==> src/rtl/core/bfd_pkg.sv <==
// Shared types and constants for the box filter downscaler.
// Used by every module under rtl/core except bfd_ram; depends on nothing.
package bfd_pkg;

	localparam int LANES       = 4;
	localparam int CHAN_W      = 8;
	localparam int LANE_W      = 16;
	localparam int PIX_W       = LANES * CHAN_W;
	localparam int SUM_W       = LANES * LANE_W;
	localparam int FACTOR_W    = 5;
	localparam int WIDTH_REG_W = 11;
	localparam int HEIGHT_W    = 13;
	localparam int ROW_W       = 12;
	localparam int SQ_W        = 9;
	localparam int CFG_IDX_W   = 2;
	localparam int CFG_DATA_W  = 13;

	localparam logic [HEIGHT_W-1:0] MAX_HEIGHT = 13'd4096;

	localparam logic [CFG_IDX_W-1:0] REG_FACTOR = 2'd0;
	localparam logic [CFG_IDX_W-1:0] REG_WIDTH  = 2'd1;
	localparam logic [CFG_IDX_W-1:0] REG_HEIGHT = 2'd2;

	localparam logic [FACTOR_W-1:0]    RST_FACTOR = 5'd2;
	localparam logic [WIDTH_REG_W-1:0] RST_WIDTH  = 11'd1024;
	localparam logic [HEIGHT_W-1:0]    RST_HEIGHT = 13'd1024;

	typedef struct packed {
		logic push;
	} q_ctl_t;

endpackage

==> src/rtl/core/bfd_fifo.sv <==
// Short request queue between the front and back ends.
// Depends on bfd_pkg for the queue control struct.
module bfd_fifo #(
	parameter int WIDTH = 46,
	parameter int DEPTH = 4
) (
	input  logic                  clk,
	input  logic                  arst_n,
	input  bfd_pkg::q_ctl_t       ctl,
	input  logic [WIDTH-1:0]      wdata,
	input  logic                  pop,
	output logic                  empty,
	output logic                  full,
	output logic [WIDTH-1:0]      rdata
);

	localparam int AW = $clog2(DEPTH);

	logic [WIDTH-1:0] ent_q [DEPTH];
	logic [AW-1:0]    wp_q;
	logic [AW-1:0]    rp_q;
	logic [AW:0]      cnt_q;
	logic             do_pop;

	assign empty  = (cnt_q == '0);
	assign full   = (cnt_q == (AW+1)'(DEPTH));
	assign do_pop = pop && !empty;
	assign rdata  = ent_q[rp_q];

	always_ff @(posedge clk) begin
		if (ctl.push) begin
			ent_q[wp_q] <= wdata;
		end
	end

	always_ff @(posedge clk or negedge arst_n) begin
		if (!arst_n) begin
			wp_q  <= '0;
			rp_q  <= '0;
			cnt_q <= '0;
		end else begin
			if (ctl.push) begin
				wp_q <= (wp_q == AW'(DEPTH-1)) ? '0 : wp_q + 1'b1;
			end
			if (do_pop) begin
				rp_q <= (rp_q == AW'(DEPTH-1)) ? '0 : rp_q + 1'b1;
			end
			if (ctl.push && !do_pop) begin
				cnt_q <= cnt_q + 1'b1;
			end else if (do_pop && !ctl.push) begin
				cnt_q <= cnt_q - 1'b1;
			end
		end
	end

endmodule

==> config.mk <==
export PLATFORM = sky130hd
export DESIGN_NAME = bfd_fifo
export DESIGN_NICKNAME = d
export VERILOG_FILES = /design/src/rtl/core/bfd_pkg.sv /design/src/rtl/core/bfd_fifo.sv
export SDC_FILE = /design/constraint.sdc
export NUM_CORES = 1
export LEC_CHECK = 0
export ABC_AREA = 1
export BUFFER_PORTS_ARGS = -buffer_cell sky130_fd_sc_hd__buf_2
export CAP_MARGIN = 10
export CORE_MARGIN = 3
export CORE_UTILIZATION = 44
export DETAILED_ROUTE_END_ITERATION = 7
export PLACE_DENSITY = 0.65
export SYNTH_ARGS = -nofsm -noshare
export SYNTH_HDL_FRONTEND = slang
export SYNTH_SLANG_ARGS = --single-unit
export TNS_END_PERCENT = 50
==> constraint.sdc <==
create_clock -name clk -period 3.1 [get_ports clk]
set_clock_uncertainty 0.1 [all_clocks]
set_input_delay 0.31 -clock clk [delete_from_list [all_inputs] [get_ports clk]]
set_output_delay 0.31 -clock clk [all_outputs]
set_load 0.1 [all_outputs]
Word-level counts from Yosys, hierarchy flattened --
Memories as Yosys holds them, arrays and structs flattened. Cells that the tools add are included. W data, S select, Z words.
Word-level totals: bits in registers 7, bits of input ports 50, RAM bits 184, output and inout bits 48, memories 1
Operators by class: muxes and demuxes 6, equal/unequal tests 3, add/sub/neg operators 4, reduce and logical (&&, ||, !) cells 8
Memories:
- ent_q | words 4, bits a word 46, rd ports 1, clocked after memory_dff 0, wr ports 1, RTL line bfd_fifo.sv:19 | logic [WIDTH-1:0] ent_q [DEPTH];
Operators with widths (count):
- $mux W3 | 2
- $add A2 B1 Y2 const B | 2
- $eq A2 B2 Y1 const B | 2
- $mux W2 | 2
- $add A3 B1 Y3 const B | 1
- $eq A3 B3 Y1 const B | 1
- $logic_and A1 B1 Y1 | 3
- $logic_not A1 Y1 | 3
- $logic_not A3 Y1 | 1
- $sub A3 B1 Y3 const B | 1
- $mux W1 | 2
- $reduce_bool A2 Y1 | 1

Longest topological paths before layout --
depth after elaboration 6, gate-level depth with buffers 11

Least setup slack after synthesis --
Ideal clock, no wire load.
kind register to output, start reg cnt_q[0], end out full, stages on the path, launching flop included 2, buffers on the path 0, slack 0.187 ns, arrival 2.503 ns, path through dfrtp_1 nor3_1
Between the ends: cells in the longest elaborated chain, start to end 1
RTL lines:
- from (decl) | RTL line bfd_fifo.sv:22 | logic [AW:0] cnt_q;
- from (signal assigned) | RTL line bfd_fifo.sv:49 | cnt_q <= cnt_q + 1'b1;
- from (signal assigned) | RTL line bfd_fifo.sv:51 | cnt_q <= cnt_q - 1'b1;
- $eq A3 B3 Y1 | RTL line bfd_fifo.sv:26 | assign full = (cnt_q == (AW+1)'(DEPTH));
- to (decl) | RTL line bfd_fifo.sv:13 | output logic full,
Every way passes these cells.

Final worst setup path --
start reg rp_q[0], end out rdata[23]
Between the ends: cells in the longest elaborated chain, start to end 1
RTL lines:
- from (decl) | RTL line bfd_fifo.sv:21 | logic [AW-1:0] rp_q;
- from (signal assigned) | RTL line bfd_fifo.sv:46 | rp_q <= (rp_q == AW'(DEPTH-1)) ? '0 : rp_q + 1'b1;
- $mem_v2 Z4 W46
- to (decl) | RTL line bfd_fifo.sv:14 | output logic [WIDTH-1:0] rdata
Every way passes these cells.

==> results_dict.tcl <==
set metrics [dict create \
    synthTopCellsByArea "sky130_fd_sc_hd__edfxtp_1 (69%), sky130_fd_sc_hd__o211ai_2 (7.1%), sky130_fd_sc_hd__nand2_1 (6.8%)" \
    max_slew.worst_pin.slew_ns 0.819 \
    layout.filler_cells 1349 \
    maximum_number_of_pins_on_one_net_before_global_route_repair 70 \
    avgViaCountPerCell 4.88 \
    fin_tns_setup_ns 0 \
    placedInstanceArea_um2 9380 \
    start_kind "flop" \
    drt_drc_violations_left 0 \
    layout-drive-gt1-share_pct 26.7 \
    die_height_um 141 \
    global_route_wire_length_before_repair_um 24100 \
    clock_latency_ns 0.42 \
    globalRouteTotalUtil_pct 15.5 \
    setup_repair_after_global_routing_missed_its_margin "no" \
    cells_along_the_critical_path "buf_4 -> nand2_1 -> o211ai_1 -> nand2_1 -> buf_12" \
    r2r.worst_path.cells 10 \
    place_hpwl_um 9150 \
    vias 4683 \
    initial_utilization_pct 45.8 \
    tritoncts_num_sinks 191 \
    gr-usage-met3_pct 3.40 \
    globalRoute.busiestLayer "met2" \
    core.rowCount 48 \
    synth-seq-area-share_pct 70.8 \
    grt_pass1_vias 4851 \
    critical_path.max_fanout 32 \
    hold_path_depth 1 \
    synth.largest_area_cell "sky130_fd_sc_hd__edfxtp_1" \
    port_buffers 97 \
    post_synth_instance_area_um2 8060 \
    hold_path.class "in -> reg" \
    cts_inserted_buffers 17 \
    grtUsageMet2_pct 25.4 \
    postRouteAntennaNets 0 \
    peak_clock_frequency_supported_by_timing_mhz 399 \
    endpoint_kind "output port" \
    post_synth_num_cell_types 22 \
    grt_remaining_overflow 0 \
    ys_seq_elements 191 \
    drtPass1Iterations 5 \
    numPlacedInstances 893 \
    synth_top_area_share_pct 68.6 \
    critical_path.most_common_cell "sky130_fd_sc_hd__nand2_1" \
    core_um2 17600 \
    met1_usage_pct 20.5 \
    slew_viol_final 0 \
    post-route-cell-area_um2 10300 \
    top_level_ports 98 \
    mappedNetlistNets 649 \
    clock_tree.root_cell "sky130_fd_sc_hd__clkbuf_16" \
    htreeDepth 4 \
    synth_cells 592 \
    final_weighted_congestion_in_routability_driven_placement 0.699 \
    synth_warnings 0 \
    max_slew_margin_pct 45.4 \
    layout_worst_path_cycle_share_pct 80.8 \
    floorplan.die_area_um2 20000 \
    mean_routed_wirelength_per_cell_um 15.7 \
    cts_max_path_buffers 2 \
    outcome "complete, no violations" \
    crit_path_max_incr_delay_ns 0.66 \
    fin_nets 778 \
    timing.final.setup_violations 0 \
    finalWirelength_um 15100 \
    die-width_um 141 \
    timing_worst_setup_path_type "reg -> out" \
    clkSlewWorstSetupHoldPaths_ns 0.07 \
    cpMaxStageDelayCell "sky130_fd_sc_hd__dfrtp_4" \
    syn2layout_area_growth_pct 28.2 \
    fin_crit_ns 2.50 \
    stdcell_count 960 \
    report.final.hold_viol_count 0 \
    detail_route.iter0.violations 297 \
    crit_arrival_ns 2.09 \
    synthesis.area_per_instance_um2 13.6 \
    tritoncts "built" \
    maxCapViolations 0 \
    antenna_found_initial 1 \
    worstPathRequired_ns 2.69 \
]
==> critical path, delay by kind of cell (launching register included) <==
kind                   cells  cell delay, ns
and+or+nand+nor            2            0.26
DFF                        1            0.66
buffers and inverters      2            0.64
AOI/OAI and AO/OA          1            0.10
==> per-layer routing <==
metal,up-vias,routed length [µm]
met5,-,0
met4,0,195
met3,14,662
met2,101,7480
met1,2259,6710
li1,2309,-
==> final timing paths <==
path	to	startpoint	slack (ns)
min in group asynchronous	cnt_q[0]	arst_n	0.16
max reg2reg	cnt_q[2]	cnt_q[0]	1.14
max in group asynchronous	rp_q[0]	arst_n	2.56
min	ent_q[1][25]	wdata[25]	0.009
min reg2reg	cnt_q[2]	cnt_q[2]	0.39
max	rdata[23]	rp_q[0]	0.60
==> cell families (layout without fill, tap and decap cells) <==
logic type / Yosys count / in the layout / share of synthesized area [%]
AO/OA/AOI/OAI: 94 / 94 / 11.6
XOR/XNOR: 1 / 1 / 0.109
adder cells (fa/ha/maj): 7 / 7 / 1.18
buffers and inverters: 134 / 275 / 8.31
flip-flops: 191 / 191 / 70.8
other: 0 / 2 / 0
AND/OR/NAND/NOR: 165 / 165 / 8.09
==> layout make-up <==
cell class	count	area [µm²]	area share (%)
clock inverter	12	169	1.64
antenna	2	5.00	0.0484
timing repair buffer	140	1660	16.1
multi-input combinational	267	1690	16.3
sequential	191	5710	55.2
tap	225	282	2.73
inverter	104	390	3.78
clock buffer	19	433	4.19
==> repair_timing <==
item | CTS | global route
setup buffers | 0 | 0
hold buffers | 34 | 0
gates resized for setup | 0 | 0
endpoints found under the hold margin | 134 | 0
==> Yosys cell counts, drive strengths merged <==
master  instances
ha              6
inv           104
nand3           3
nor3            1
nor2            3
o21ai           2
fa              1
dfrtp           7
edfxtp        184
nand2         157
nand4           1
buf            30
o211ai         92
xnor2           1
==> flip-flops by register name, indices dropped and copies added (netlist names) <==
register  flops
ent_q       184
wp_q          2
cnt_q         3
rp_q          2
==> through the flow <==
stage | worst slack (ns) | utilization [%] | hold WS (ns)
after detailed placement | 1.05 | 53.3 | 0.0547
after global routing | 0.463 | 58.7 | 0.00723
after floorplan | 0.187 | - | -0.0856
after global placement | 1.09 | 53.3 | 0.0476
final | 0.597 | 58.7 | 0.00854
after CTS | 0.554 | 58.7 | 0.000188
==> placed cells by master (no fill, tap or decap), drive strengths merged <==
cell type / instances
xnor2: 1
clkbuf: 19
clkinvlp: 3
o211ai: 92
inv: 104
buf: 106
nor2: 3
nand2: 157
diode: 2
nand4: 1
bufinv: 4
ha: 6
edfxtp: 184
dfrtp: 7
nor3: 1
nand3: 3
clkinv: 5
o21ai: 2
fa: 1
dlygate4sd3: 34
Power is left out: the tool's default activity adds up to more than one toggle a clock period on the data nets, which glitch-free logic cannot reach.
