$ cat config.mk
export PLATFORM = sky130hd
export DESIGN_NAME = bfd_front
export DESIGN_NICKNAME = d
export VERILOG_FILES = /design/src/rtl/core/bfd_pkg.sv /design/src/rtl/core/bfd_front.sv
export SDC_FILE = /design/constraint.sdc
export NUM_CORES = 1
export LEC_CHECK = 0
export ABC_AREA = 0
export BUFFER_PORTS_ARGS = -buffer_cell sky130_fd_sc_hd__buf_2
export CAP_MARGIN = 30
export CORE_ASPECT_RATIO = 0.8
export CORE_UTILIZATION = 53
export CTS_CLUSTER_SIZE = 25
export DETAILED_ROUTE_END_ITERATION = 6
export PLACE_DENSITY = 0.79
export SLEW_MARGIN = 5
export SYNTH_ARGS = -nofsm -noshare
export SYNTH_HDL_FRONTEND = slang
export SYNTH_SLANG_ARGS = --single-unit
$ cat constraint.sdc
create_clock -name clk -period 4.9 [get_ports clk]
set_input_delay 0.98 -clock clk [delete_from_list [all_inputs] [get_ports clk]]
set_output_delay 0.98 -clock clk [all_outputs]
set_load 0.01 [all_outputs]
$ cat src/rtl/core/bfd_pkg.sv
// Shared types and constants for the box filter downscaler.
// Used by every module under rtl/core except bfd_ram; depends on nothing.
package bfd_pkg;

	localparam int LANES       = 4;
	localparam int CHAN_W      = 8;
	localparam int LANE_W      = 16;
	localparam int PIX_W       = LANES * CHAN_W;
	localparam int SUM_W       = LANES * LANE_W;
	localparam int FACTOR_W    = 5;
	localparam int WIDTH_REG_W = 11;
	localparam int HEIGHT_W    = 13;
	localparam int ROW_W       = 12;
	localparam int SQ_W        = 9;
	localparam int CFG_IDX_W   = 2;
	localparam int CFG_DATA_W  = 13;

	localparam logic [HEIGHT_W-1:0] MAX_HEIGHT = 13'd4096;

	localparam logic [CFG_IDX_W-1:0] REG_FACTOR = 2'd0;
	localparam logic [CFG_IDX_W-1:0] REG_WIDTH  = 2'd1;
	localparam logic [CFG_IDX_W-1:0] REG_HEIGHT = 2'd2;

	localparam logic [FACTOR_W-1:0]    RST_FACTOR = 5'd2;
	localparam logic [WIDTH_REG_W-1:0] RST_WIDTH  = 11'd1024;
	localparam logic [HEIGHT_W-1:0]    RST_HEIGHT = 13'd1024;

	typedef struct packed {
		logic push;
	} q_ctl_t;

endpackage

$ cat src/rtl/core/bfd_front.sv
// Front end: accepts pixels, tracks raster and block position, and builds
// one request per pixel (sum address, block flags, pixel). Uses bfd_pkg.
module bfd_front #(
	parameter int MAX_WIDTH  = 1024,
	parameter int MAX_FACTOR = 16
) (
	input  logic                              clk,
	input  logic                              arst_n,
	input  logic                              in_valid,
	output logic                              in_stall,
	input  logic [bfd_pkg::PIX_W-1:0]         pixel_in,
	input  logic [bfd_pkg::FACTOR_W-1:0]      f,
	input  logic [$clog2(MAX_WIDTH):0]        w,
	input  logic [bfd_pkg::HEIGHT_W-1:0]      h,
	input  logic                              q_full,
	output bfd_pkg::q_ctl_t                   q_ctl,
	output logic [$clog2(MAX_WIDTH)+bfd_pkg::PIX_W+3:0] req
);

	localparam int PW = $clog2(MAX_WIDTH);
	localparam int FW = $clog2(MAX_FACTOR);
	localparam int FCW = bfd_pkg::FACTOR_W;

	logic [PW-1:0]             cp_q;
	logic [FW-1:0]             cib_q;
	logic [FW-1:0]             rib_q;
	logic [bfd_pkg::ROW_W-1:0] rp_q;

	logic          acc_en;
	logic [PW-1:0] idx;
	logic          first;
	logic          emit;
	logic          rd;
	logic          fd;
	logic          row_end;
	logic          frame_end;

	assign in_stall = q_full;
	assign acc_en   = in_valid && !q_full;

	assign idx   = (PW'(cib_q) <= cp_q) ? cp_q - PW'(cib_q) : cp_q;
	assign first = (rib_q == '0) && (cib_q == '0);
	assign emit  = (FCW'(cib_q) == f - 1'b1) && (FCW'(rib_q) == f - 1'b1);
	assign rd    = ((PW+2)'(cp_q) + (PW+2)'(f)) >= (PW+2)'(w);
	assign fd    = rd && (((bfd_pkg::HEIGHT_W+1)'(rp_q) + (bfd_pkg::HEIGHT_W+1)'(f))
		>= (bfd_pkg::HEIGHT_W+1)'(h));
	assign row_end   = ((PW+1)'(cp_q) + 1'b1) >= w;
	assign frame_end = row_end && ((bfd_pkg::HEIGHT_W'(rp_q) + 1'b1) >= h);

	assign q_ctl.push = acc_en;
	assign req = {idx, first, emit, rd, fd, pixel_in};

	always_ff @(posedge clk or negedge arst_n) begin
		if (!arst_n) begin
			cp_q  <= '0;
			cib_q <= '0;
			rib_q <= '0;
			rp_q  <= '0;
		end else if (acc_en) begin
			if (row_end) begin
				cp_q  <= '0;
				cib_q <= '0;
				if (frame_end) begin
					rp_q  <= '0;
					rib_q <= '0;
				end else begin
					rp_q  <= rp_q + 1'b1;
					rib_q <= ((FCW'(rib_q) + 1'b1) >= f) ? '0 : rib_q + 1'b1;
				end
			end else begin
				cp_q  <= cp_q + 1'b1;
				cib_q <= ((FCW'(cib_q) + 1'b1) >= f) ? '0 : cib_q + 1'b1;
			end
		end
	end

endmodule

# Word level (Yosys, flattened, before mapping)
# Index checks and enable logic that the tools add are counted.
[op_classes]
addsub = 12
n_lt_le_gt_ge = 7
eq_ne = 2
n_mux = 7
reduce_logical = 9
[ops]
columns = ["op", "n"]
rows = [
  [">= comparator 13 bit", 2],
  [">= comparator 11 bit", 2],
  ["2-to-1 mux 10 bit", 2],
  ["2-to-1 mux 4 bit", 4],
  ["adder 12 x 1 -> 13 bit, second input constant", 1],
  ["adder 12 x 5 -> 13 bit", 1],
  ["adder 12 x 1 -> 12 bit, second input constant", 1],
  ["2-to-1 mux 12 bit", 1],
  ["adder 10 x 1 -> 11 bit, second input constant", 1],
  ["adder 10 x 5 -> 11 bit", 1],
  ["adder 10 x 1 -> 10 bit, second input constant", 1],
  ["adder 4 x 1 -> 5 bit, second input constant", 2],
  ["equality test 4 x 5 -> 1 bit", 2],
  [">= comparator 5 bit", 2],
  ["less-or-equal comparator 4 x 10 -> 1 bit", 1],
  ["subtractor 10 x 4 -> 10 bit", 1],
  ["adder 4 x 1 -> 4 bit, second input constant", 2],
  ["zero test 4 bit", 2],
  ["logical AND 1 bit", 5],
  ["subtractor 5 x 1 -> 5 bit, second input constant", 1],
  ["AND reduction 2 bit", 1],
  ["zero test 1 bit", 1],
]
[totals]
reg_bits = 30
output_inout_bits = 48

# Longest topological paths before layout
# Gate-level depths: netlist (run 1).
[depth]
ltp_word = 4
mapped_depth = 16

# Least setup slack after synthesis (run 1)
# Ideal clock, no wire load.
[synth_timing]
path_type = "input -> output"
startpoint = "input f[0] (netlist bit)"
endpoint = "output req[32] (netlist bit)"
arrival_ps = 3358
setup_slack_ps = 562
path_stages = 15
path_cell_list = "ha_1 > inv_1 > fa_1 > nor2b_1 > o21ai_0 > a21boi_0 > o21ai_0 > xnor2_1 > ha_1 > nand4_1 > nor3_1 > nor4_1 > o21ai_0 > o21a_1 > buf_4"
[synth_between]
elab_chain_cells = 3
elab_cells_between_ends = 5
cone_classes = "2 x add/sub; 2 x order compare; 1 x reduce/logical"
[synth_lines]
columns = ["element", "line_no", "text"]
rows = [
  ["from (decl)", "bfd_front.sv:12", "input logic [bfd_pkg::FACTOR_W-1:0] f,"],
  ["adder 10 x 5 -> 11 bit", "bfd_front.sv:44", "assign rd = ((PW+2)'(cp_q) + (PW+2)'(f)) >= (PW+2)'(w);"],
  [">= comparator 11 bit", "bfd_front.sv:44", ""],
  ["net rd", "bfd_front.sv:33", "logic rd;"],
  ["logical AND 1 bit", "bfd_front.sv:45", "assign fd = rd && (((bfd_pkg::HEIGHT_W+1)'(rp_q) + (bfd_pkg::HEIGHT_W+1)'(f))"],
  ["to (decl)", "bfd_front.sv:17", "output logic [$clog2(MAX_WIDTH)+bfd_pkg::PIX_W+3:0] req"],
]
# The timed path passes the listed nets, and every way through them passes these cells.

# Worst setup path in the final report (run 1)
[layout_timing]
startpoint = "input f[0] (netlist bit)"
endpoint = "output req[32] (netlist bit)"
[layout_between]
elab_chain_cells = 3
elab_cells_between_ends = 5
cone_classes = "2 x add/sub; 2 x order compare; 1 x reduce/logical"
[layout_lines]
columns = ["element", "line_no"]
rows = [
  ["adder 12 x 5 -> 13 bit / adder 10 x 5 -> 11 bit (equally long branches)", "bfd_front.sv:45, bfd_front.sv:44"],
  [">= comparator 13 bit / >= comparator 11 bit (equally long branches)", "bfd_front.sv:46, bfd_front.sv:44"],
  ["logical AND 1 bit (*)", "bfd_front.sv:45"],
]
# Mark *: on every way between the ends. The rest lies on a longest branch, timed or not.

==> metrics.cfg, run 1 <==
[global_routing]
grt_pass1_wl_um=16100
met1_usage=0.349
grt_max_degree=31
gr-usage-met3=0.0328
antenna_found_initial=1
grt_use_met2=0.381
grt_overflow=0
gr-max-usage-layer=met2
grt_usage=0.247
grt_pass1_vias=3418

[floorplanning]
fp.dieH_um=82.4
die_w_um=103
core_um2=7600
start_util=0.563
rows=28
top_level_ports=113
die-area_um2=8450

[pwr]
vdd_drop_max_mv=0.232
power_leakage_nw=2.42
swShare=0.453
switchingPower_mw=0.736
p_seq_frac=0.216
p_clk_frac=0.158
power.internal_mw=0.890
p_comb_frac=0.626
powerDensity_nw_per_um2=362
p_total_mw=1.63

[timing]
finalHoldViolCount=0
skew_ns=0.0106
tightest_slew_ns=0.668
relSlewSlack=0.555
setup_viol_count_final=0
fin_crit_sh=0.958
min_period_ns=4.69
timing.fmax_ghz=0.213
finalMaxSlewViolations=0

[placement]
place.gp.congestion=0.857
port_buffers=48
place_hpwl_um=8020
placed_cell_area_um2=4330
place_inst=638

[drt]
wl_per_cell_um=15.4
drcViolationCount=0
drt_iter0_drc=251
dr.pass1.iters=5
vias=3663
wl_um=9920
vias_per_cell=5.67
final_antenna_net_count=0

[clocking]
cts_buffers=5
clk_latency_ns=0.28
clk_path_buf_depth=2
clk_pin_slew_ns=0.07
cts_tree=built
cts_hold_buf=0
cts_sinks=30
clockRootBuffer=clkbuf_8
htree_levels=2

[synth]
synth_ff_type=dfrtp_1
seq_area_frac_synth=0.175
async_flop_share=1.00
yosys.cell_types.count=52
synth_edf_count=0
synth_cells=535
netlist_area_um2=4280
ys_ff_latch=30
syn-num-nets=682
ys_warn_count=0
syn_area_per_cell_um2=8.01

[worst_setup_path]
crit_type=primary input to output pin
slowest_stage=fa_2
cp.buffers_inverters=4
crit_top_cell=ha_1
end_kind=output pin
crit_family=adder cells
start_kind=primary input
slowest_delay_ns=0.34
cp.required_ns=3.92
worstPathCellList=clkbuf_4, ha_1, inv_1, fa_2, nor2b_1, o21ai_0, a21boi_1, o21ai_2, xnor2_1, ha_1, nand4_1, nor3_2, nor4_2, o21ai_1, buf_4, o21a_1, buf_2
worstPathArrival_ns=3.71
crit_path_max_fanout=6

[final_layout]
register_area_um2=751
area_growth_pct=4.91
fin_area_um2=4490
multiInputGateArea_um2=3040
utilization=0.591
final_cells=646
drive_gt1_frac=0.139
fill_cells=677
fin_nets=687

[run]
max_cap_viol_count=0

[outcome]
status=complete, no violations

[min_path]
hp-class=flip-flop to flip-flop

[worst register-to-register path, cell delays in order (launching register included)]
cell	delay, ns
dfrtp_1	0.51
ha_1	0.25
nand3_1	0.11
or2_1	0.31
nor2_1	0.14
xor2_1	0.24
ha_1	0.29
a21oi_1	0.16
o21ai_1	0.10
a21oi_2	0.28
a21o_1	0.60
nor2_1	0.29
a22o_1	0.30
[Yosys cell counts (4+ instances only)]
cell,n,area share
clkbuf_1,9,0.0079
buf_4,37,0.065
a22o_1,9,0.018
nand4_1,16,0.023
xnor2_1,25,0.051
inv_1,51,0.045
ha_1,79,0.23
xor2_1,21,0.043
nor2_1,26,0.023
nor2b_1,10,0.015
o31ai_1,4,0.0070
a21o_1,11,0.019
nand2_1,55,0.048
o21bai_1,4,0.0070
and3_1,5,0.0073
o21a_1,4,0.0070
dfrtp_1,30,0.18
nand2b_1,15,0.022
a211oi_1,4,0.0070
o21ai_1,8,0.0093
buf_1,4,0.0035
a21oi_1,23,0.027
nand3_1,13,0.015
o21ai_0,21,0.025
nor3_1,11,0.013
[cell families (layout without fill, tap and decap cells)]
group | after synthesis | after routing | synth area share
flip-flops | 30 | 30 | 0.175
multiplexers | 2 | 2 | 0.00467
AND/OR/NAND/NOR | 168 | 168 | 0.199
other | 0 | 1 | 0
buffers and inverters | 104 | 109 | 0.124
adder cells (fa/ha/maj) | 82 | 82 | 0.245
AO/OA/AOI/OAI | 103 | 103 | 0.158
XOR/XNOR | 46 | 46 | 0.0941
[layout make-up]
class                   instances  area share
diodes                          1    0.000557
clock buffers                   6      0.0184
clock inverters                 1     0.00668
inverters                      52      0.0434
multi-input cells             401       0.677
flip-flops and latches         30       0.167
well taps                     105      0.0292
repair buffers                 50      0.0574
[power by group through the flow]
| stage | registers, mW | logic, mW | clock network, mW |
|---|---|---|---|
| after global placement | 0.350 | 0.948 | 0 |
| after global routing | 0.356 | 1.13 | 0.270 |
| after floorplan | 0.324 | 0.747 | 0 |
| final | 0.351 | 1.02 | 0.257 |
| after CTS | 0.348 | 1.00 | 0.258 |
| after detailed placement | 0.351 | 0.982 | 0 |
[layout by cell type (no fill, tap or decap), drive strengths merged, types with 9 or more instances in the layout]
cell,instances
ha,79
nand2,55
inv,51
buf,49
dfrtp,30
o21ai,29
nor2,26
xnor2,25
a21oi,24
xor2,21
nand4,16
nand2b,15
nand3,13
nor3,13
a21o,11
nor2b,10
a22o,9
[metal layers]
metal	share of wire	vias to the layer above
met2	0.42	127
met3	0.071	32
li1	-	1828
met5	0	-
met4	0.023	0
met1	0.48	1676
[flip-flops by register name, summed over array words and instances, names as in the netlist]
| name | count |
|---|---|
| rp_q | 12 |
| cib_q | 4 |
| rib_q | 4 |
| cp_q | 10 |
[what timing repair did]
item	4_1_cts	5_1_grt
pin swaps	0	7
setup endpoints to repair	1	2
buffers inserted	0	0
gates resized for setup	1	14
[worst paths after layout]
path,slack (ns),from,cells after the start,to
min in group asynchronous,0.72,arst_n,1,cib_q[0]$_DFFE_PN0P_
max,0.21,f[0],17,req[32]
min,0.58,rib_q[0]$_DFFE_PN0P_,1,rib_q[0]$_DFFE_PN0P_
max in group asynchronous,3.75,arst_n,1,cib_q[3]$_DFFE_PN0P_
min reg2reg,0.58,rib_q[0]$_DFFE_PN0P_,1,rib_q[0]$_DFFE_PN0P_
max reg2reg,1.23,cp_q[0]$_DFFE_PN0P_,12,rp_q[11]$_DFFE_PN0P_
[per-stage QoR]
step           setup WS (ns)  setup TNS, ns  hold WS, ns
2_1_floorplan          0.562              0        0.512
3_3_place_gp          0.0980              0        0.572
3_5_place_dp         -0.0513        -0.0513        0.569
4_1_cts              0.00672              0        0.579
5_1_grt             -0.00540       -0.00540        0.610
6_report               0.207              0        0.577
No activity file was read; power rests on OpenSTA's default activity.
==> inputs of run 2 (changes only) <==
--- a/config.mk
+++ b/config.mk
@@ -13,6 +13,7 @@
 export CTS_CLUSTER_SIZE = 25
 export DETAILED_ROUTE_END_ITERATION = 6
 export PLACE_DENSITY = 0.79
+export SETUP_SLACK_MARGIN = 0.4
 export SLEW_MARGIN = 5
 export SYNTH_ARGS = -nofsm -noshare
 export SYNTH_HDL_FRONTEND = slang
==> run 2 against run 1 <==
- register-to-register slack lost 0.09 ns
- largest cell class unchanged
- final area grew 2.4%
- core utilization up 1.4 points
- die area unchanged
- cell count grew 0.93%
- via count grew 2.3%
- clock skew up 0.0013 ns
- fmax rose by 2.0%
- sequential share of layout area is 0.40 points lower
==> metrics.cfg, run 2 (synthesis results as in run 1) <==
[final_layout]
final_cells=652  ; was 646
register_area_um2=751  ; unchanged
drive_gt1_frac=0.168  ; was 0.139
largest_register=rp_q  ; unchanged
largest_registers=rp_q (12), cp_q (10)  ; unchanged
largest_register_ffs=12  ; unchanged
fin_area_um2=4600  ; was 4490 um2
fill_cells=663  ; was 677
multiInputGateArea_um2=3080  ; was 3040 um2
fin_nets=693  ; was 687
final_common_cell=ha_1  ; unchanged
final_cell_mix=77 x ha_1, 55 x nand2_1, 49 x inv_1, 46 x buf_2, 30 x dfrtp_1  ; was 78 x ha_1, 55 x nand2_1, 51 x inv_1, 47 x buf_2, 30 x dfrtp_1
area_growth_pct=7.45  ; was 4.91%

[global_routing]
grt_overflow=0  ; unchanged
grt_max_degree=31  ; unchanged
antenna_found_initial=1  ; unchanged
grt_usage=0.252  ; was 0.247
gr-usage-met3=0.0345  ; was 0.0328
grt_pass1_vias=3472  ; was 3,418
grt_pass1_wl_um=16400  ; was 16,100 um
met1_usage=0.354  ; was 0.349
gr-max-usage-layer=met2  ; unchanged
grt_use_met2=0.391  ; was 0.381

[timing]
finalHoldViolCount=0  ; unchanged
fin_tns_setup_ns=0  ; unchanged
fin_hold_ws_ns=0.581  ; was 0.577 ns
relSlewSlack=0.551  ; was 0.555
skew_ns=0.0119  ; was 0.0106 ns
timing.fmax_ghz=0.217  ; was 0.213 GHz
min_period_ns=4.60  ; was 4.69 ns
finalMaxSlewViolations=0  ; unchanged
fin_crit_sh=0.939  ; was 0.958
tightest_slew_ns=0.673  ; was 0.668 ns
rsz0062_at_grt=true
setup_viol_count_final=0  ; unchanged

[floorplanning]
start_util=0.563  ; unchanged
die-area_um2=8450  ; unchanged
rows=28  ; unchanged
fp.dieH_um=82.4  ; unchanged
die_w_um=103  ; unchanged
top_level_ports=113  ; unchanged
core_um2=7600  ; unchanged

[pwr]
p_total_mw=1.68  ; was 1.63 mW
power_leakage_nw=2.46  ; was 2.42 nW
vdd_drop_max_mv=0.231  ; was 0.232 mV
powerDensity_nw_per_um2=365  ; was 362 nW/um2

[placement]
place_inst=638  ; unchanged
place.gp.congestion=0.857  ; unchanged
port_buffers=48  ; unchanged
place_hpwl_um=8020  ; unchanged
placed_cell_area_um2=4330  ; unchanged

[clocking]
cts_tree=built  ; unchanged
htree_levels=2  ; unchanged
clockRootBuffer=clkbuf_8  ; unchanged
cts_sinks=30  ; unchanged
clk_latency_ns=0.29  ; was 0.28 ns
cts_hold_buf=0  ; unchanged
cts_buffers=5  ; unchanged
clk_path_buf_depth=2  ; unchanged
clk_pin_slew_ns=0.07  ; about the same

[run]
max_cap_viol_count=0  ; unchanged

[drt]
vias_per_cell=5.75  ; was 5.67
wl_per_cell_um=15.9  ; was 15.4 um
wl_um=10400  ; was 9920 um
drt_iter0_drc=328  ; was 251
dr.pass1.iters=5  ; unchanged
vias=3746  ; was 3,663
drcViolationCount=0  ; unchanged
final_antenna_net_count=0  ; unchanged

[worst_setup_path]
end_kind=output pin  ; unchanged
cp.required_ns=3.92  ; about the same
crit_type=primary input to output pin  ; unchanged
worstPathArrival_ns=3.62  ; was 3.71 ns
crit_path_max_fanout=6  ; unchanged
start_kind=primary input  ; unchanged

[min_path]
hp-class=flip-flop to flip-flop  ; unchanged

[outcome]
status=complete, no violations  ; unchanged

## run 2: power breakdown
part           switching [mW]  internal (mW)
registers              0.0738          0.277
logic                   0.596          0.475
clock network          0.0946          0.163
## run 2: per-layer routing
metal	share of wire	wire length (um)	vias up
met5	0	0	-
met3	0.073	757	38
li1	-	-	1836
met2	0.43	4500	155
met1	0.47	4830	1717
met4	0.026	274	0
## run 2: path summary, 6_finish.rpt
check                                     start                    to  slack [ns]  depth (start not counted)
max                                        f[0]               req[32]        0.30                         17
min                        rib_q[0]$_DFFE_PN0P_  rib_q[0]$_DFFE_PN0P_        0.58                          1
max reg2reg                 cp_q[0]$_DFFE_PN0P_  rp_q[11]$_DFFE_PN0P_        1.14                         12
min reg2reg                rib_q[0]$_DFFE_PN0P_  rib_q[0]$_DFFE_PN0P_        0.58                          1
max in group asynchronous                arst_n  cib_q[3]$_DFFE_PN0P_        3.74                          1
min in group asynchronous                arst_n  cib_q[0]$_DFFE_PN0P_        0.72                          1
## run 2: final cells by class
cell class	instances	share of cell area
Clock buffer	6	0.0179
Multi-Input combinational cell	401	0.670
Inverter	52	0.0424
Sequential cell	30	0.163
Tap cell	105	0.0285
Antenna cell	1	0.000544
Timing Repair Buffer	56	0.0707
Clock inverter	1	0.00653
## run 2: metrics by stage
| step | util | setup WS [ns] |
|---|---|---|
| 2_1_floorplan | - | 0.562 |
| 3_3_place_gp | 0.570 | 0.0980 |
| 3_5_place_dp | 0.570 | -0.0513 |
| 4_1_cts | 0.597 | 0.372 |
| 5_1_grt | 0.605 | 0.182 |
| 6_report | 0.605 | 0.300 |
## run 2: worst max-delay path, stage by stage
cell and delay, ns:
buf_12 0.10, ha_4 0.13, inv_2 0.04, fa_2 0.39, nor2b_2 0.13, o21ai_2 0.07, a21boi_2 0.18, o21ai_2 0.08
xnor2_1 0.18, ha_1 0.36, nand4_1 0.13, nor3_2 0.21, nor4_2 0.07, o21ai_1 0.18, buf_4 0.16, o21a_1 0.10
buf_2 0.12
## run 2: repair_timing
action / CTS / global route
pin swaps: 9 / 16
endpoints found under the setup margin: 2 / 2
gates cloned: 0 / 0
resized for setup: 21 / 14
buffers inserted: 4 / 2
